## config.mk

```make
export PLATFORM = sky130hd
export DESIGN_NAME = magnetometer_heading
export DESIGN_NICKNAME = d
export VERILOG_FILES = /design/src/mh_pkg.sv /design/src/mh_cell.sv /design/src/magnetometer_heading.sv
export SDC_FILE = /design/constraint.sdc
export NUM_CORES = 2
export LEC_CHECK = 0
export ABC_CLOCK_PERIOD_IN_PS = 102900
export BUFFER_PORTS_ARGS = -buffer_cell sky130_fd_sc_hd__clkbuf_2
export CAP_MARGIN = 20
export CORE_UTILIZATION = 36
export DETAILED_ROUTE_END_ITERATION = 6
export PLACE_DENSITY = 0.49
export SLEW_MARGIN = 20
export SYNTH_ARGS = -nofsm -noshare
export SYNTH_HDL_FRONTEND = slang
export SYNTH_SLANG_ARGS = --single-unit
```

## constraint.sdc

```tcl
create_clock -name clk -period 102.9 [get_ports clk]
set_clock_uncertainty 0.15 [all_clocks]
set_input_delay 5.145 -clock clk [delete_from_list [all_inputs] [get_ports clk]]
set_output_delay 5.145 -clock clk [all_outputs]
set_load 0.1 [all_outputs]
```

## src/mh_pkg.sv

```systemverilog
`default_nettype none
package mh_pkg;

  // Number of rotation steps and fraction bits of the angle accumulator.
  localparam int CORDIC_STEPS    = 16;
  localparam int ANGLE_FRAC_BITS = 16;

  // atan(2^-i) table: degrees with TABLE_FRAC fraction bits.
  localparam int TABLE_LEN  = 24;
  localparam int TABLE_FRAC = 24;
  localparam int VEC_SCALE  = 24;

  // Steps beyond the table are not performed.
  localparam int NUM_CELLS = (CORDIC_STEPS < TABLE_LEN) ? CORDIC_STEPS : TABLE_LEN;

  // |X|,|Y| <= 2^15, scaled by 2^24 and grown by the CORDIC gain: below 2^41.
  localparam int VEC_W   = 43;
  // Accumulated angle stays within about +/-100 degrees.
  localparam int ANG_W   = ANGLE_FRAC_BITS + 9;
  localparam int PHI_W   = ANGLE_FRAC_BITS + 7;
  localparam int HEAD_W  = ANGLE_FRAC_BITS + 10;
  localparam int SHIFT_W = 5;
  localparam int DROP    = TABLE_FRAC - ANGLE_FRAC_BITS;

  localparam longint ATAN_TABLE [TABLE_LEN] = '{
    754974720, 445687602, 235489088, 119537938, 60000934, 30029717,
    15018523, 7509720, 3754917, 1877466, 938734, 469367,
    234684, 117342, 58671, 29335, 14668, 7334,
    3667, 1833, 917, 458, 229, 115
  };

  localparam logic [PHI_W-1:0]  PHI_TOP   = PHI_W'(90) << ANGLE_FRAC_BITS;
  localparam logic [HEAD_W-1:0] HALF_TURN = HEAD_W'(180) << ANGLE_FRAC_BITS;
  localparam logic [HEAD_W-1:0] FULL_TURN = HEAD_W'(360) << ANGLE_FRAC_BITS;

  // Table entry i rounded half up to the accumulator's fraction bits.
  function automatic logic signed [ANG_W-1:0] step_angle(input int i);
    longint half;
    longint a;
    half = (longint'(1) << DROP) >>> 1;
    a    = (ATAN_TABLE[i] + half) >>> DROP;
    return ANG_W'(a);
  endfunction

  // One pipeline slot: the sample, its state of rotation and its valid bit.
  typedef struct packed {
    logic                    valid;
    logic                    ok;
    logic signed [15:0]      xv;
    logic signed [15:0]      yv;
    logic signed [15:0]      zv;
    logic signed [VEC_W-1:0] vx;
    logic signed [VEC_W-1:0] vy;
    logic signed [ANG_W-1:0] ang;
  } mh_slot_t;

endpackage
`default_nettype wire

```

## src/mh_cell.sv

```systemverilog
`default_nettype none
module mh_cell (
  input  wire logic                          clk,
  input  wire logic                          rst,
  input  wire logic                          en,
  input  wire logic [mh_pkg::SHIFT_W-1:0]    shift,
  input  wire logic signed [mh_pkg::ANG_W-1:0] angle,
  input  wire mh_pkg::mh_slot_t              slot_in,
  output mh_pkg::mh_slot_t                   slot_out
);
  import mh_pkg::*;

  logic signed [VEC_W-1:0] xs;
  logic signed [VEC_W-1:0] ys;
  mh_slot_t                slot_next;

  // One vectoring step: rotate toward the X axis, track the angle.
  always_comb begin
    xs        = slot_in.vx >>> shift;
    ys        = slot_in.vy >>> shift;
    slot_next = slot_in;
    if (slot_in.vy >= 0) begin
      slot_next.vx  = slot_in.vx + ys;
      slot_next.vy  = slot_in.vy - xs;
      slot_next.ang = slot_in.ang + angle;
    end else begin
      slot_next.vx  = slot_in.vx - ys;
      slot_next.vy  = slot_in.vy + xs;
      slot_next.ang = slot_in.ang - angle;
    end
  end

  always_ff @(posedge clk) begin
    if (rst) begin
      slot_out.valid <= 1'b0;
    end else if (en) begin
      slot_out <= slot_next;
    end
  end

endmodule
`default_nettype wire

```

## src/magnetometer_heading.sv

```systemverilog
`default_nettype none
// Magnetometer heading. Each transfer carries one raw readout (X, Z, Y bytes,
// high byte first) plus a read-ok flag, and produces one result: the signed
// X, Y and Z values and the heading, minus atan2(Y,X) in whole degrees
// 0..359, truncated toward zero. A failed read gives all zeros with
// read_failed set. The angle comes from a row of CORDIC cells, one rotation
// step per cell and a register in each, followed by an output register that
// places the angle in its quadrant. A readout is taken every cycle unless
// in_stall is set; each result passes through the cell registers and then
// the output register. The whole pipeline holds while a finished result
// waits on out_stall, so in_stall follows out_valid && out_stall.
module magnetometer_heading (
  input  wire logic              clk,
  input  wire logic              rst,
  input  wire logic              in_valid,
  output logic                   in_stall,
  input  wire logic [7:0]        x_high,
  input  wire logic [7:0]        x_low,
  input  wire logic [7:0]        z_high,
  input  wire logic [7:0]        z_low,
  input  wire logic [7:0]        y_high,
  input  wire logic [7:0]        y_low,
  input  wire logic              read_ok,
  output logic                   out_valid,
  input  wire logic              out_stall,
  output logic signed [15:0]     x_value,
  output logic signed [15:0]     y_value,
  output logic signed [15:0]     z_value,
  output logic [8:0]             heading_deg,
  output logic                   read_failed
);
  import mh_pkg::*;

  logic              en;
  logic signed [16:0] xe;
  logic signed [16:0] ye;
  logic [16:0]        ax;
  logic [16:0]        ay;
  mh_slot_t           slots [NUM_CELLS+1];

  // Advance everything unless a finished result is held.
  assign en       = !(out_valid && out_stall);
  assign in_stall = !en;

  // Assemble the axes and load magnitudes, scaled up, into the first cell.
  always_comb begin
    xe = 17'(signed'({x_high, x_low}));
    ye = 17'(signed'({y_high, y_low}));
    ax = (xe < 0) ? 17'(-xe) : 17'(xe);
    ay = (ye < 0) ? 17'(-ye) : 17'(ye);
    slots[0].valid = in_valid;
    slots[0].ok    = read_ok;
    slots[0].xv    = signed'({x_high, x_low});
    slots[0].yv    = signed'({y_high, y_low});
    slots[0].zv    = signed'({z_high, z_low});
    slots[0].vx    = signed'({{(VEC_W-17){1'b0}}, ax} << VEC_SCALE);
    slots[0].vy    = signed'({{(VEC_W-17){1'b0}}, ay} << VEC_SCALE);
    slots[0].ang   = '0;
  end

  for (genvar i = 0; i < NUM_CELLS; i++) begin : g_cell
    mh_cell u_cell (
      .clk      (clk),
      .rst      (rst),
      .en       (en),
      .shift    (SHIFT_W'(i)),
      .angle    (step_angle(i)),
      .slot_in  (slots[i]),
      .slot_out (slots[i+1])
    );
  end

  mh_slot_t            last;
  logic [PHI_W-1:0]    phi;
  logic [HEAD_W-1:0]   head;
  logic [9:0]          deg;
  logic [8:0]          heading_next;

  // Saturate the angle, place it in its quadrant, drop the fraction.
  always_comb begin
    last = slots[NUM_CELLS];
    if (last.ang < 0) begin
      phi = '0;
    end else if (last.ang > signed'({{(ANG_W-PHI_W){1'b0}}, PHI_TOP})) begin
      phi = PHI_TOP;
    end else begin
      phi = last.ang[PHI_W-1:0];
    end
    if (last.xv > 0) begin
      head = (last.yv > 0) ? FULL_TURN - HEAD_W'(phi) : HEAD_W'(phi);
    end else begin
      head = (last.yv < 0) ? HALF_TURN - HEAD_W'(phi) : HALF_TURN + HEAD_W'(phi);
    end
    deg = head[HEAD_W-1:ANGLE_FRAC_BITS];
    if (deg >= 10'd360) begin
      deg = deg - 10'd360;
    end
    if (last.yv == 0) begin
      heading_next = (last.xv < 0) ? 9'd180 : 9'd0;
    end else if (last.xv == 0) begin
      heading_next = (last.yv < 0) ? 9'd90 : 9'd270;
    end else begin
      heading_next = deg[8:0];
    end
  end

  always_ff @(posedge clk) begin
    if (rst) begin
      out_valid <= 1'b0;
    end else if (en) begin
      out_valid <= last.valid;
    end
  end

  // Zero every value on a failed read.
  always_ff @(posedge clk) begin
    if (en) begin
      x_value     <= last.ok ? last.xv : 16'sd0;
      y_value     <= last.ok ? last.yv : 16'sd0;
      z_value     <= last.ok ? last.zv : 16'sd0;
      heading_deg <= last.ok ? heading_next : 9'd0;
      read_failed <= !last.ok;
    end
  end

endmodule
`default_nettype wire
```

==> impl_metrics.csv <==
group,metric,value,unit
grt,grt_usage,0.1786,
clock_network,cts_resized,0,
worst_setup_path,slowest_delay,0.58,ns
drt,wirelength,354200,um
hold_path,hold_class,"reg2reg",
status,status,"complete, no violations",
clock_network,ctsHoldBuffers,0,
synth,avgSynthCellArea,11.00,sq um
clock_network,clk_pin_slew,0.06,ns
synth,synth_cell_types,84,
synth,postSynth.topFlopCell,"edfxtp_1",
clock_network,post_cts_buffers,0,
place,hpwl,279900,um
drt,detail_route.wl_per_cell,19.59,um
sta,setup_viol,0,
sta,max_freq,0.08315,GHz
floorplan,ioPinCount,113,
floorplan,die-area,383900,sq um
synth,ys_seq_area_frac,0.4704,
synth,synth-edff-count,2140,
drt,dr_total_vias,95680,
place,io_buffers,112,
clock_network,htreeDepth,5,
clock_network,cts_tree,"built",
synth,synthMostInstantiatedCell,"edfxtp_1",
clock_network,cts.sink_count,2157,
final_layout,seqCellArea,64600,sq um
synth,synth_async_sr_flop_share,0,
synth,syn_inst,12490,
grt,overflow,0,
drt,drtAntennaViolNets,0,
grt,grt_max_degree,191,
clock_network,cts_buffers,262,
clock_network,cts_buffer_depth,4,
synth,synth_seq_cells,2157,
sta,min_period,12.03,ns
sta,drv_slew,0,
worst_setup_path,crit_path_max_fanout,42,
worst_setup_path,cp.required,97.60,ns
sta,finalSetupTns,0,ns
synth,synth_common_cells,"edfxtp_1 (2,140), ha_1 (1,289), xnor2_1 (1,159), a21oi_1 (902), nor2_1 (852)",
synth,synth_top_cell_area_share,0.4679,
sta,slew_headroom,0.2742,
synth,synth.area.top_cells,"edfxtp_1 (47%), ha_1 (12%), xnor2_1 (7.4%), xor2_1 (4.2%), a21oi_1 (3.3%)",
drt,first_pass_iters,6,
grt,antenna_found_initial,13,
sta,rsz0062_at_grt,"no",
clock_network,cts-root-buf,"clkbuf_16",
final_layout,multiInputGateArea,70850,sq um
worst_setup_path,cp_common_cell,"clkbuf_2",
drt,dr.first_iter.drc_count,6052,
worst_setup_path,cp.arrival,6.73,ns
final_layout,nFillCells,36010,
job,cap_violations,0,
worst_setup_path,start_kind,"primary input",
place,place.gp.congestion,0.8863,
floorplan,fp.dieW,619.6,um
clock_network,worstSkewPairLatency,0.92,ns
drt,viasPerCell,5.292,
grt,grt_pass1_vias,94270,
sta,tightest_slew,1.089,ns
grt,grt_pass1_wl,541800,um
worst_setup_path,setup.worst_path.end_class,"primary output",
worst_setup_path,worstSetupPathType,"in2out",
synth,synth_area_leader_cell,"edfxtp_1",
floorplan,die_h,619.6,um
worst_setup_path,crit_path_cell_trace,"clkbuf_2, nand2_4, clkinv_1, clkbuf_2",
sta,hold_viol_final,0,
floorplan,initial_core_util,0.3622,
synth,yosys_warnings,0,
final_layout,area_growth_syn_to_layout,11.39,%
worst_setup_path,crit_slowest_cell,"clkinv_1",
final_layout,drive_gt1_frac,0.05185,
sta,fin_crit_sh,0.1169,
floorplan,coreArea,379200,sq um
final_layout,fin_nets,14230,
synth,netlist_area,137300,sq um
drt,drcViolationCount,0,
floorplan,rows,226,
-- placed cells by master, fill, tap and decap left out, types with 30 or more instances in the layout --
master and n:
clkbuf_2 112, o211ai_1 37, or2_2 67, o31ai_1 257, nand2b_1 238, o21bai_1 138, clkbuf_16 267, or3_1 149
and3_1 84, conb_1 83, a211oi_1 89, clkbuf_1 45, a21oi_1 902, nand4_1 62, a31oi_1 93, ha_1 1289
a21boi_0 41, and2_1 102, buf_4 56, o21ai_0 705, a211o_1 30, nor3_1 309, o21a_1 183, inv_1 434
xor2_1 662, a21o_1 448, clkinv_1 46, nor2_1 851, nand2_1 722, nand3_1 196, nor4_1 87, edfxtp_1 2140
or4_1 116, nor2b_1 164, o41ai_1 128, xnor2_1 1159
-- critical path, delay by kind of cell --
kind,cells,cell delay [ns]
buf+inv,3,1.21
simple gates,1,0.36
-- layout make-up --
class / instances / area share
multi-input cells: 9827 / 0.4632
well taps: 5016 / 0.04103
repair buffers: 174 / 0.007165
clock inverters: 147 / 0.01047
inverters: 438 / 0.01075
flip-flops and latches: 2157 / 0.4223
clock buffers: 313 / 0.04487
diodes: 10 / 0.0001636
-- registers in the layout (all words and copies together), names as in the netlist --
register,flops
z_value,16
x_value,16
g_cell.u_cell.slot_out,2098
heading_deg,9
out_valid,1
y_value,16
read_failed,1
-- per-stage QoR --
step	setup slack [ns]	util	instance area [sq um]	hold slack (ns)	std cells
after detailed placement	90.85	0.3810	144500	0.2545	17610
after CTS	90.85	0.4033	152900	0.2606	18070
after global routing	90.74	0.4034	153000	0.2647	18080
after floorplan	5.577	-	137600	0.2503	12570
after global placement	90.89	0.3810	144500	0.2506	17610
final	90.87	0.4034	153000	0.2577	18080
-- logic make-up after synthesis --
| kind of cell | count (synthesis) | share of synthesized area |
|---|---|---|
| flops | 2157 | 0.4704 |
| xor+xnor | 1821 | 0.1161 |
| fa+ha+maj | 1318 | 0.1217 |
| mux | 21 | 0.001540 |
| buf+inv | 583 | 0.01595 |
| simple gates | 3235 | 0.1165 |
| compound gates | 3349 | 0.1577 |
| other cells | 2 | 0.00005469 |
-- layer usage --
| layer | wire length (um) | track usage |
|---|---|---|
| met1 | 150000 | 0.2137 |
| met2 | 180500 | 0.3298 |
| met5 | 31 | 0 |
| met3 | 11070 | 0.01898 |
| met4 | 12570 | 0.06215 |
-- worst paths after layout --
path                                                      from                              to  slack, ns  depth (start not counted)
worst max-delay path                                 out_stall                        in_stall      90.87                          4
worst min-delay path            g_cell[8].u_cell.slot_out[140]  g_cell[9].u_cell.slot_out[140]       0.26                          0
worst max register to register                       out_valid  g_cell[15].u_cell.slot_out[13]      96.14                          8
worst min register to register  g_cell[8].u_cell.slot_out[140]  g_cell[9].u_cell.slot_out[140]       0.26                          0
Power is not shown: default switching activity piles up to over one toggle a cycle in this logic, so the estimate is an artifact.
